File: src/rtl/interrupt_line_router_coalescer_assert.svh
// ----------------------------------------------------------------------------
// interrupt line router assertion macros
// shared assertion forms for the router and coalescer checks
// ----------------------------------------------------------------------------
`ifndef INTERRUPT_LINE_ROUTER_COALESCER_ASSERT_SVH
`define INTERRUPT_LINE_ROUTER_COALESCER_ASSERT_SVH

// condition and consequence in the same cycle
`define ILRC_ASSERT_NOW(lbl, clk, rst_n, ante, cons, msg) \
    lbl: assert property (@(posedge clk) disable iff (!rst_n) (ante) |-> (cons)) \
        else $error(msg);

// consequence in the cycle after the condition
`define ILRC_ASSERT_NEXT(lbl, clk, rst_n, ante, cons, msg) \
    lbl: assert property (@(posedge clk) disable iff (!rst_n) (ante) |=> (cons)) \
        else $error(msg);

`endif

File: src/rtl/ilrc_pkg.sv
// ----------------------------------------------------------------------------
// ilrc_pkg
// types and fixed constants of the interrupt line router and coalescer
// ----------------------------------------------------------------------------
package ilrc_pkg;

    typedef enum logic [2:0] {
        OP_REGISTER    = 3'd0,
        OP_RELEASE     = 3'd1,
        OP_RAISE       = 3'd2,
        OP_ACK         = 3'd3,
        OP_START_TIMER = 3'd4
    } opcode_t;

    typedef enum logic [2:0] {
        ST_OK        = 3'd0,
        ST_BAD_LINE  = 3'd1,
        ST_BUSY      = 3'd2,
        ST_STRAY     = 3'd3,
        ST_NOTIFY    = 3'd4,
        ST_COALESCED = 3'd5
    } status_t;

    localparam int OPCODE_W     = 3;
    localparam int STATUS_W     = 3;
    localparam int LINE_W       = 5;
    localparam int OWNER_W      = 8;
    localparam int MASK_BITS    = 16;
    localparam int MISS_W       = 16;
    localparam int TOTAL_W      = 32;
    localparam int USERS_W      = 4;
    localparam int HITS_W       = 6;
    localparam int WIDE_OWNER_W = 16;
    localparam int S_TDATA_W    = 16;
    localparam int M_TDATA_W    = 104;

    localparam int SLAVE_BASE   = 8;
    localparam int CASCADE_LINE = 2;
    localparam int TIMER_LINE   = 0;

    localparam logic [MASK_BITS-1:0] MASK_ALL    = 16'hFFFF;
    localparam logic [MISS_W-1:0]    MISS_MAX    = 16'hFFFF;
    localparam logic [TOTAL_W-1:0]   TOTAL_MAX   = 32'hFFFF_FFFF;
    localparam logic [USERS_W-1:0]   CASCADE_MAX = 4'hF;

endpackage

File: src/rtl/ilrc_release_scan.sv
// ----------------------------------------------------------------------------
// ilrc_release_scan
// parallel owner match over all line entries, with the count of matching
// lines that sit on the second controller
// ----------------------------------------------------------------------------
module ilrc_release_scan #(
    parameter int LINE_COUNT = 16,
    parameter int OWNER_BITS = 8
) (
    input  logic [LINE_COUNT-1:0]                 line_bound,
    input  logic [LINE_COUNT-1:0][OWNER_BITS-1:0] line_owner,
    input  logic [OWNER_BITS-1:0]                 owner,
    output logic [LINE_COUNT-1:0]                 hit_vec,
    output logic [ilrc_pkg::HITS_W-1:0]           slave_hits
);
    import ilrc_pkg::*;

    logic [LINE_COUNT-1:0] slave_vec;

    always_comb begin
        for (int i = 0; i < LINE_COUNT; i++) begin
            hit_vec[i]   = line_bound[i] && (line_owner[i] == owner);
            slave_vec[i] = hit_vec[i] && (i >= SLAVE_BASE);
        end
    end

    assign slave_hits = HITS_W'($countones(slave_vec));

endmodule

File: src/rtl/interrupt_line_router_coalescer.sv
// ----------------------------------------------------------------------------
// interrupt_line_router_coalescer
// binds interrupt lines to owners, keeps the controller mask and cascade
// input in step, and coalesces repeated raises into one pending notification
// ----------------------------------------------------------------------------
// One request is taken every clock cycle unless back pressure holds the flow.
// A request is held in an input register, resolved against the line table by
// one pass of logic and lands in the result register; back pressure on the
// result side stalls the input side directly.
// The line table lives in flip-flops, which lets a release match every line
// at once; the mask and the stray and duplicate totals in a result are the
// values after that request.
`include "interrupt_line_router_coalescer_assert.svh"

module interrupt_line_router_coalescer #(
    parameter int LINE_COUNT = 16,
    parameter int OWNER_BITS = 8
) (
    input  logic                             aclk,
    input  logic                             aresetn,
    input  logic                             s_tvalid,
    output logic                             s_tready,
    input  logic [ilrc_pkg::S_TDATA_W-1:0]   s_tdata,   // line, owner
    input  logic [ilrc_pkg::OPCODE_W-1:0]    s_tuser,   // opcode
    output logic                             m_tvalid,
    input  logic                             m_tready,
    // mask_now, notify_owner, miss_count, stray_total, dup_total
    output logic [ilrc_pkg::M_TDATA_W-1:0]   m_tdata,
    output logic [ilrc_pkg::STATUS_W-1:0]    m_tuser    // status
);
    import ilrc_pkg::*;

    localparam int IDX_W = (LINE_COUNT > 1) ? $clog2(LINE_COUNT) : 1;

    // input register
    logic                in_valid_reg;
    logic [OPCODE_W-1:0] op_reg;
    logic [LINE_W-1:0]   line_reg;
    logic [OWNER_W-1:0]  owner_reg;

    // line table and global state
    logic [LINE_COUNT-1:0]                 line_bound_reg;
    logic [LINE_COUNT-1:0]                 line_pending_reg;
    logic [LINE_COUNT-1:0][OWNER_BITS-1:0] line_owner_reg;
    logic [LINE_COUNT-1:0][MISS_W-1:0]     line_misses_reg;
    logic [MASK_BITS-1:0]                  irq_mask_reg;
    logic [USERS_W-1:0]                    cascade_users_reg;
    logic [TOTAL_W-1:0]                    stray_reg;
    logic [TOTAL_W-1:0]                    dup_reg;

    // result register
    logic                m_valid_reg;
    status_t             status_out_reg;
    logic [OWNER_W-1:0]  notify_out_reg;
    logic [MISS_W-1:0]   miss_out_reg;

    logic                s_acc;
    logic                adv;
    logic [IDX_W-1:0]    idx;
    logic                line_ok;
    logic                cur_bound;
    logic                cur_pending;
    logic [OWNER_BITS-1:0] cur_owner;
    logic [MISS_W-1:0]   cur_misses;
    logic [MISS_W-1:0]   miss_bump;
    logic [WIDE_OWNER_W-1:0] owner_in_wide;
    logic [WIDE_OWNER_W-1:0] owner_out_wide;
    logic [OWNER_BITS-1:0] own;
    logic                is_slave;
    logic [MASK_BITS-1:0] line_bit;
    logic [MASK_BITS-1:0] casc_bit;
    logic [MASK_BITS-1:0] timer_bit;
    logic [LINE_COUNT-1:0] sel;
    logic [LINE_COUNT-1:0] hit_vec;
    logic [HITS_W-1:0]   slave_hits;
    logic [31:0]         hit_wide;
    logic [HITS_W-1:0]   users_wide;
    logic [HITS_W-1:0]   users_left;
    logic                casc_off;

    status_t             status_next;
    logic [MASK_BITS-1:0] mask_next;
    logic [USERS_W-1:0]  users_next;
    logic [TOTAL_W-1:0]  stray_next;
    logic [TOTAL_W-1:0]  dup_next;
    logic [OWNER_W-1:0]  notify_next;
    logic [MISS_W-1:0]   miss_next;
    logic                do_bind;
    logic                do_release;
    logic                do_notify;
    logic                do_coalesce;
    logic                do_ack;

    // handshake
    assign adv      = in_valid_reg && (!m_valid_reg || m_tready);
    assign s_tready = !in_valid_reg || adv;
    assign s_acc    = s_tvalid && s_tready;

    always_ff @(posedge aclk) begin
        if (!aresetn) begin
            in_valid_reg <= 1'b0;
        end else if (s_acc) begin
            in_valid_reg <= 1'b1;
        end else if (adv) begin
            in_valid_reg <= 1'b0;
        end
    end

    always_ff @(posedge aclk) begin
        if (s_acc) begin
            op_reg    <= s_tuser;
            line_reg  <= s_tdata[LINE_W-1:0];
            owner_reg <= s_tdata[LINE_W+OWNER_W-1:LINE_W];
        end
    end

    // line lookup
    assign idx         = line_reg[IDX_W-1:0];
    assign line_ok     = {1'b0, line_reg} < (LINE_W+1)'(LINE_COUNT);
    assign cur_bound   = line_bound_reg[idx];
    assign cur_pending = line_pending_reg[idx];
    assign cur_owner   = line_owner_reg[idx];
    assign cur_misses  = line_misses_reg[idx];
    assign miss_bump   = (cur_misses == MISS_MAX) ? cur_misses : cur_misses + 1'b1;

    assign owner_in_wide  = WIDE_OWNER_W'(owner_reg);
    assign own            = owner_in_wide[OWNER_BITS-1:0];
    assign owner_out_wide = WIDE_OWNER_W'(cur_owner);

    assign is_slave  = line_reg >= LINE_W'(SLAVE_BASE);
    assign line_bit  = MASK_BITS'(1) << line_reg;
    assign casc_bit  = MASK_BITS'(1) << CASCADE_LINE;
    assign timer_bit = MASK_BITS'(1) << TIMER_LINE;

    always_comb begin
        for (int i = 0; i < LINE_COUNT; i++) begin
            sel[i] = (idx == IDX_W'(i));
        end
    end

    ilrc_release_scan #(
        .LINE_COUNT (LINE_COUNT),
        .OWNER_BITS (OWNER_BITS)
    ) u_release_scan (
        .line_bound (line_bound_reg),
        .line_owner (line_owner_reg),
        .owner      (own),
        .hit_vec    (hit_vec),
        .slave_hits (slave_hits)
    );

    assign hit_wide   = 32'(hit_vec);
    assign users_wide = HITS_W'(cascade_users_reg);
    assign users_left = (users_wide > slave_hits) ? users_wide - slave_hits : '0;
    assign casc_off   = (cascade_users_reg != '0) && (slave_hits >= users_wide);

    // request decode
    always_comb begin
        status_next = ST_OK;
        mask_next   = irq_mask_reg;
        users_next  = cascade_users_reg;
        stray_next  = stray_reg;
        dup_next    = dup_reg;
        notify_next = '0;
        miss_next   = '0;
        do_bind     = 1'b0;
        do_release  = 1'b0;
        do_notify   = 1'b0;
        do_coalesce = 1'b0;
        do_ack      = 1'b0;
        case (opcode_t'(op_reg))
            OP_REGISTER: begin
                if (!line_ok) begin
                    status_next = ST_BAD_LINE;
                end else if (cur_bound) begin
                    status_next = ST_BUSY;
                end else begin
                    do_bind   = 1'b1;
                    mask_next = irq_mask_reg & ~line_bit;
                    if (is_slave) begin
                        if (cascade_users_reg != CASCADE_MAX) begin
                            users_next = cascade_users_reg + 1'b1;
                        end
                        mask_next = mask_next & ~casc_bit;
                    end
                end
            end
            OP_RELEASE: begin
                do_release = 1'b1;
                mask_next  = irq_mask_reg | hit_wide[MASK_BITS-1:0]
                             | (casc_off ? casc_bit : '0);
                users_next = users_left[USERS_W-1:0];
            end
            OP_RAISE: begin
                if (!line_ok) begin
                    status_next = ST_BAD_LINE;
                end else if (!cur_bound) begin
                    status_next = ST_STRAY;
                    if (stray_reg != TOTAL_MAX) begin
                        stray_next = stray_reg + 1'b1;
                    end
                end else if (!cur_pending) begin
                    status_next = ST_NOTIFY;
                    do_notify   = 1'b1;
                    notify_next = owner_out_wide[OWNER_W-1:0];
                    miss_next   = MISS_W'(1);
                end else begin
                    status_next = ST_COALESCED;
                    do_coalesce = 1'b1;
                    miss_next   = miss_bump;
                    if (dup_reg != TOTAL_MAX) begin
                        dup_next = dup_reg + 1'b1;
                    end
                end
            end
            OP_ACK: begin
                if (!line_ok) begin
                    status_next = ST_BAD_LINE;
                end else begin
                    do_ack = 1'b1;
                end
            end
            OP_START_TIMER: begin
                mask_next = irq_mask_reg & ~timer_bit;
            end
            default: begin
            end
        endcase
    end

    // state update
    always_ff @(posedge aclk) begin
        if (!aresetn) begin
            line_bound_reg    <= '0;
            line_pending_reg  <= '0;
            line_owner_reg    <= '0;
            line_misses_reg   <= '0;
            irq_mask_reg      <= MASK_ALL;
            cascade_users_reg <= '0;
            stray_reg         <= '0;
            dup_reg           <= '0;
        end else if (adv) begin
            irq_mask_reg      <= mask_next;
            cascade_users_reg <= users_next;
            stray_reg         <= stray_next;
            dup_reg           <= dup_next;
            for (int i = 0; i < LINE_COUNT; i++) begin
                if (do_bind && sel[i]) begin
                    line_bound_reg[i]   <= 1'b1;
                    line_owner_reg[i]   <= own;
                    line_pending_reg[i] <= 1'b0;
                    line_misses_reg[i]  <= '0;
                end
                if (do_release && hit_vec[i]) begin
                    line_bound_reg[i]   <= 1'b0;
                    line_owner_reg[i]   <= '0;
                    line_pending_reg[i] <= 1'b0;
                    line_misses_reg[i]  <= '0;
                end
                if (do_notify && sel[i]) begin
                    line_pending_reg[i] <= 1'b1;
                    line_misses_reg[i]  <= MISS_W'(1);
                end
                if (do_coalesce && sel[i]) begin
                    line_misses_reg[i] <= miss_bump;
                end
                if (do_ack && sel[i]) begin
                    line_pending_reg[i] <= 1'b0;
                end
            end
        end
    end

    // result register
    always_ff @(posedge aclk) begin
        if (!aresetn) begin
            m_valid_reg <= 1'b0;
        end else if (adv) begin
            m_valid_reg <= 1'b1;
        end else if (m_tready) begin
            m_valid_reg <= 1'b0;
        end
    end

    always_ff @(posedge aclk) begin
        if (adv) begin
            status_out_reg <= status_next;
            notify_out_reg <= notify_next;
            miss_out_reg   <= miss_next;
        end
    end

    // mask and totals only move when a new result is loaded
    assign m_tvalid = m_valid_reg;
    assign m_tuser  = status_out_reg;
    assign m_tdata  = {dup_reg, stray_reg, miss_out_reg, notify_out_reg, irq_mask_reg};

    `ILRC_ASSERT_NEXT(a_take_fills_input, aclk, aresetn, s_acc, in_valid_reg, "request lost")
    `ILRC_ASSERT_NOW(a_pending_bound, aclk, aresetn, 1'b1, (line_pending_reg & ~line_bound_reg) == '0, "pending on unbound line")
    `ILRC_ASSERT_NOW(a_stray_monotone, aclk, aresetn, $past(aresetn), stray_reg >= $past(stray_reg), "stray total fell")
    `ILRC_ASSERT_NOW(a_dup_monotone, aclk, aresetn, $past(aresetn), dup_reg >= $past(dup_reg), "dup total fell")

endmodule

File: config.mk
export PLATFORM = sky130hd
export DESIGN_NAME = interrupt_line_router_coalescer
export DESIGN_NICKNAME = d
export VERILOG_FILES = /design/src/rtl/ilrc_pkg.sv /design/src/rtl/ilrc_release_scan.sv /design/src/rtl/interrupt_line_router_coalescer.sv
export VERILOG_INCLUDE_DIRS = /design/src /design/src/rtl
export SDC_FILE = /design/constraint.sdc
export NUM_CORES = 1
export LEC_CHECK = 0
export ABC_CLOCK_PERIOD_IN_PS = 7720
export BUFFER_PORTS_ARGS = -buffer_cell sky130_fd_sc_hd__buf_2
export CORE_MARGIN = 5
export CORE_UTILIZATION = 35
export DETAILED_ROUTE_END_ITERATION = 6
export PLACE_DENSITY = 0.62
export SLEW_MARGIN = 20
export SYNTH_ARGS = -nofsm -noshare
export SYNTH_HDL_FRONTEND = slang
export SYNTH_SLANG_ARGS = --single-unit
File: constraint.sdc
create_clock -name aclk -period 7.72 [get_ports aclk]
set_clock_uncertainty 0.1 [all_clocks]
set_input_delay 1.544 -clock aclk [delete_from_list [all_inputs] [get_ports aclk]]
set_output_delay 1.544 -clock aclk [all_outputs]
set_load 0.1 [all_outputs]
### After elaboration in Yosys (flattened, before gate mapping)

Cells that the tools add are included.

| storage, ports and cells | value |
|---|---|
| register bits | 545 |
| input bits | 23 |

| operators by class | value |
|---|---|
| add/sub/neg operators | 12 |
| magnitude comparators | 5 |
| equal/unequal tests | 43 |
| shifts and indexed selects | 1 |
| muxes and demuxes | 238 |
| bitwise gates (word level) | 8 |
| reductions and logical operators | 214 |

Operator list:

| cell | count |
|---|---|
| 2-to-1 mux 16 bit | 68 |
| 2-to-1 mux 8 bit | 33 |
| nonzero test 4 bit | 33 |
| == test 8 bit | 16 |
| 2-to-1 mux 1 bit | 119 |
| logical AND 1 bit | 99 |
| AND reduction 2 bit | 48 |
| adder 32 x 1 -> 32 bit, second input constant | 2 |
| binary-select mux 16 bit (select 4 bit) | 1 |
| != test 32 bit, second input constant | 2 |
| one-hot mux 16 bit (3 select lines) | 1 |
| nonzero test 2 bit | 19 |
| binary-select mux 8 bit (select 4 bit) | 1 |
| == test 4 bit, second input constant | 8 |
| 2-to-1 mux 4 bit | 5 |
| adder 16 x 1 -> 16 bit, second input constant | 1 |
| AND 16 bit | 1 |
| == test 16 bit, second input constant | 1 |
| == test 4 x 3 -> 1 bit, second input constant | 4 |
| NOT 16 bit | 1 |
| bitwise OR 16 bit | 1 |
| bitwise OR 16 x 3 -> 16 bit | 1 |
| left shift 1 x 5 -> 16 bit, first input constant | 1 |
| 2-to-1 mux 3 bit | 4 |
| other kinds (32) | 51 |

### Logic depth before layout (Yosys ltp)

| depth | value |
|---|---|
| word-level depth | 10 |
| gate-level depth with buffers | 24 |
| gate-level depth less buffers | 22 |

### Cells and area by module

From an unflattened synthesis, not the netlist that was laid out.

| second synthesis, totals | value |
|---|---|
| cell total of the unflattened synthesis | 2702 |
| area, all modules | 25555.8 um^2 |

Modules (own cells, without submodules):

| module | times used | cells each | area an instance (um^2) | seq. area each (um^2) |
|---|---|---|---|---|
| interrupt_line_router_coalescer | 1 | 2473 | 23735.3 | 11340.9 |
| ilrc_release_scan | 1 | 229 | 1820.5 | 0.0 |

### Worst setup path after synthesis

OpenSTA, ideal clock, no wires.

| path | value |
|---|---|
| path type | reg-to-reg |
| start point | reg owner_reg[3] (netlist: own[3]) |
| end point | reg cascade_users_reg[0] |
| setup time | 0.074 ns |
| arrival | 5.428 ns |
| required time | 7.546 ns |
| setup slack | 2.117 ns |
| cell stages (with the launch flop) | 25 |
| path buffers | 3 |
| period minus slack after synthesis | 5.603 ns |
| cell sequence | edfxtp_1 clkbuf_1 buf_1 clkbuf_1 xor2_1 nor3_1 nand4_1 fa_1 inv_1 fa_1 inv_1 fa_1 inv_1 ha_1 inv_1 fa_1 inv_1 ha_1 nor2b_1 o21ai_0 nand2b_1 a21oi_1 nand2_1 or3_1 a31oi_1 |

| on the way | value |
|---|---|
| longest elaborated chain between the ends | 8 |

Ends and longest elaborated chain:

| element | RTL line | text |
|---|---|---|
| from (decl) | interrupt_line_router_coalescer.sv:39 | `logic [OWNER_W-1:0] owner_reg;` |
| from (signal assigned) | interrupt_line_router_coalescer.sv:113 | `owner_reg <= s_tdata[LINE_W+OWNER_W-1:LINE_W];` |
| == test 8 bit | ilrc_release_scan.sv:22 | `hit_vec[i] = line_bound[i] && (line_owner[i] == owner);` |
| logical AND 1 bit | ilrc_release_scan.sv:22 |  |
| adder 1 x 1 -> 2 bit (not written as such) | ilrc_release_scan.sv:27 | `assign slave_hits = HITS_W'($countones(slave_vec));` |
| adder 2 x 2 -> 3 bit (not written as such) | ilrc_release_scan.sv:27 |  |
| adder 3 x 3 -> 4 bit (not written as such) * | ilrc_release_scan.sv:27 |  |
| greater-than comparator 4 x 6 -> 1 bit / subtractor 4 bit (equally long branches) | interrupt_line_router_coalescer.sv:154 | `assign users_left = (users_wide > slave_hits) ? users_wide - slave_hits : '0;` |
| 2-to-1 mux 4 bit * | interrupt_line_router_coalescer.sv:154 |  |
| one-hot mux 4 bit (2 select lines) * | interrupt_line_router_coalescer.sv:171 | `case (opcode_t'(op_reg))` |
| to (signal assigned) | interrupt_line_router_coalescer.sv:244 | `cascade_users_reg <= users_next;` |
| to (decl) | interrupt_line_router_coalescer.sv:47 | `logic [USERS_W-1:0] cascade_users_reg;` |

Mark *: on every way between the ends. The rest lies on a longest branch, timed or not.
A chain may end at the register's enable or synchronous reset.

### Final worst setup path

| path | value |
|---|---|
| start point | reg owner_reg[4] (netlist: own[4]) |
| end point | reg cascade_users_reg[0] |

The elaborated chain is that of the path after synthesis.

==> flow_summary_export.csv <==
group,metric,value,unit
sta,setup_viol,0,
setup_path,critical_path_peak_fanout,20,
placed_design,place.gp.congestion,0.876,
cts,clockRootBuffer,"clkbuf_16",
yosys,async_flop_share,0,
drt,wl_met1,38300,um
flow_run,maxCapViolCount,0,
worst_hold_path,hp-class,"reg2reg",
grt,antenna_found_initial,5,
drt,routed_wl,88400,um
drt,via_count,22700,
yosys,netlist_area,27100,um^2
floorplanning,fp.dieH,288,um
worst_hold_path,hold-path-cell-count,2,
pwr,netSwitchingPower,1490,uW
cts,cts_resized,0,
yosys,synth.area.top_cells,"dfxtp_1 (37%), mux4_2 (8.1%), o2bb2ai_1 (5.0%)",
sta,fin_tns_setup,0,ps
cts,clock_latency,650,ps
setup_path,critPathKind,"reg2reg",
pwr,seqPwrFrac,0.484,
yosys,syn_avg_cell_area,9.69,um^2
drt,wl_per_cell,22.8,um
pwr,pwr-share-clk,0.456,
setup_path,regToRegEndpoint,"cascade_users_reg[0]",
drt,dr.max_layer_used,"met4",
pwr,p_sw_frac,0.251,
worst_hold_path,hp-start,"line_misses_reg[97]",
yosys,yosysWarnings,0,
drt,route.met3.wl,7450,um
drt,first_iter_violations,2052,
setup_path,crit_path_start_kind,"flop",
finish,final_common_cell,"dfxtp_1",
finish,fin_area,30300,um^2
sta,clock.fmax,166,MHz
setup_path,cp.arrival,6510,ps
yosys,yosysTopAreaCell,"dfxtp_1",
placed_design,io_buffers,128,
drt,ant_nets,0,
finish,drive_above_1_share,0.154,
floorplanning,die_area,83000,um^2
cts,cts_tree,"yes",
pwr,peakVddDrop,0.206,mV
finish,post-route-util,0.393,
setup_path,cp-end-kind,"flop",
outcome,outcome,"finished, final reports clean",
drt,drcViolationCount,0,
cts,postCtsHoldBufs,0,
finish,final_cell_mix,"dfxtp_1 (502), nand2_1 (249), a21oi_1 (178)",
yosys,synth_cell_types,87,
setup_path,rrSetupSlack,1680,ps
setup_path,r2r.worst_path.cells,22,
drt,dr.pass1.iters,7,
floorplanning,start_util,0.351,
setup_path,required,8190,ps
pwr,power_density,196,nW/um^2
finish,multi_input_area,14500,um^2
pwr,pwr-share-comb,0.060,
yosys,syn_inst,2794,
grt,first_global_vias,21500,
finish,largest_reg_flops,256,
worst_hold_path,worstHoldEndpoint,"line_misses_reg[97]",
setup_path,r2r-start,"own[4]",
floorplanning,core_area,77100,um^2
cts,postCtsSetupBuffers,0,
sta,rsz0062_at_grt,"no",
sta,relSlewSlack,0.195,
floorplanning,ioPinCount,132,
yosys,synthFlopType,"dfxtp_1",
floorplanning,die_x,288,um
cts,cts.clk_slew.worst_paths,60,ps
sta,fin_crit,6040,ps
pwr,p_leak,0.0103,uW
sta,slew_viol_final,0,
pwr,internal-power,4450,uW
drt,wl_met2,39500,um
grt,grt.total_usage,0.206,
finish,area_growth,11.9,%
sta,worst_pin_slew,1210,ps
yosys,synth_top_area_share,0.371,
finish,fill_cells,7708,
cts,clock_path_buffers,3,
yosys,seq_area_frac_synth,0.419,
yosys,syn_nets,2837,
sta,fin_crit_sh,0.783,
sta,hold_violations,0,
cts,numCtsBuffers,56,
placed_design,placed_area,28500,um^2
grt,grt_pass1_wl,135000,um
floorplanning,placementRows,102,
cts,clock-sinks,545,
finish,nNetsFinal,2837,
yosys,ys_seq_elements,545,
placed_design,dp_hpwl,57900,um
finish,regArea,11300,um^2
cts,cts_max_level,2,
grt,grt_max_degree,89,
yosys,synth_edf_count,43,
grt,grt.overflow.total,0,
drt,vias_per_cell,5.85,
synth_stat cells (all sizes together), types with 6 or more instances:
cell / number
a211oi: 58
dfxtp: 502
or3: 18
nand2b: 21
clkbuf: 163
nand2: 250
or4: 12
and3: 26
xor2: 60
a311oi: 13
o31ai: 9
mux4: 113
nor4: 90
nor3b: 44
a22o: 12
nand3: 113
nand4: 78
a31oi: 6
ha: 15
and2: 32
nor3: 46
o21a: 11
a22oi: 35
edfxtp: 43
nand3b: 32
buf: 93
o22ai: 11
o21ai: 81
xnor2: 104
and4: 14
inv: 39
mux2i: 22
a211o: 49
nor2b: 15
nor2: 162
a21oi: 179
o211ai: 18
o2bb2ai: 154
area by class of cell:
cell class | count | area share
multi-input combinational | 1953 | 0.479
sequential | 545 | 0.374
clock buffer | 86 | 0.0541
tap | 1040 | 0.0429
timing repair buffer | 198 | 0.0394
clock inverter | 15 | 0.00532
inverter | 40 | 0.00516
antenna | 4 | 0.000330
stage by stage:
stage | power, uW | instances | setup WS [ps] | hold slack [ps]
after floorplan | 3190 | 2794 | 2120 | 317
after global placement | 3290 | 3776 | 1740 | 329
after detailed placement | 3300 | 3776 | 1730 | 339
after CTS | 5980 | 3877 | 1710 | 354
after global routing | 6120 | 3880 | 1260 | 368
final | 5950 | 3881 | 1680 | 351
power by group through the flow:
| stage | Combinational, uW | Clock, uW | Sequential, uW |
|---|---|---|---|
| after floorplan | 212 | 0 | 2980 |
| after global placement | 351 | 0 | 2940 |
| after detailed placement | 352 | 0 | 2940 |
| after CTS | 353 | 2750 | 2880 |
| after global routing | 372 | 2870 | 2880 |
| final | 356 | 2710 | 2880 |
routing by layer:
layer,vias up,GRT usage
met2,912,0.318
li1,10400,-
met4,0,0.0738
met5,-,0
met3,163,0.0432
met1,11200,0.286
cell families (layout without fill, tap and decap cells):
group,after synthesis,count (layout),synth area share
AO/OA/AOI/OAI,667,667,0.174
XOR/XNOR,164,164,0.0530
adder cells (fa/ha/maj),20,20,0.0106
buffers and inverters,296,339,0.0491
flip-flops,545,545,0.419
multiplexers,136,136,0.105
other,0,4,0
AND/OR/NAND/NOR,966,966,0.189
how the worst max path moves through the flow:
| stage | to | slack, ps | cells after the start | start |
|---|---|---|---|---|
| floorplan | cascade_users_reg[0] | 2120 | 24 | own[3] |
| global placement | cascade_users_reg[0] | 1740 | 22 | own[4] |
| detailed placement | cascade_users_reg[0] | 1730 | 22 | own[4] |
| CTS | cascade_users_reg[0] | 1710 | 22 | own[4] |
| global route | cascade_users_reg[0] | 1260 | 22 | own[4] |
| finish | cascade_users_reg[0] | 1680 | 22 | own[4] |
critical path, stage by stage, from the launching register on:
cell and delay (ps):
edfxtp_1 750, buf_4 430, xor2_1 110, nor4_1 330, nand4_1 220, fa_1 530, inv_1 80, fa_1 500
inv_1 50, fa_1 460, inv_1 60, ha_1 160, inv_1 60, fa_1 560, inv_1 60, ha_1 300
nor2b_1 130, o21ai_0 140, nand2b_1 100, a21oi_1 290, nand2_1 90, or3_1 300, a31oi_1 160
No activity file was read; power rests on OpenSTA's default activity.
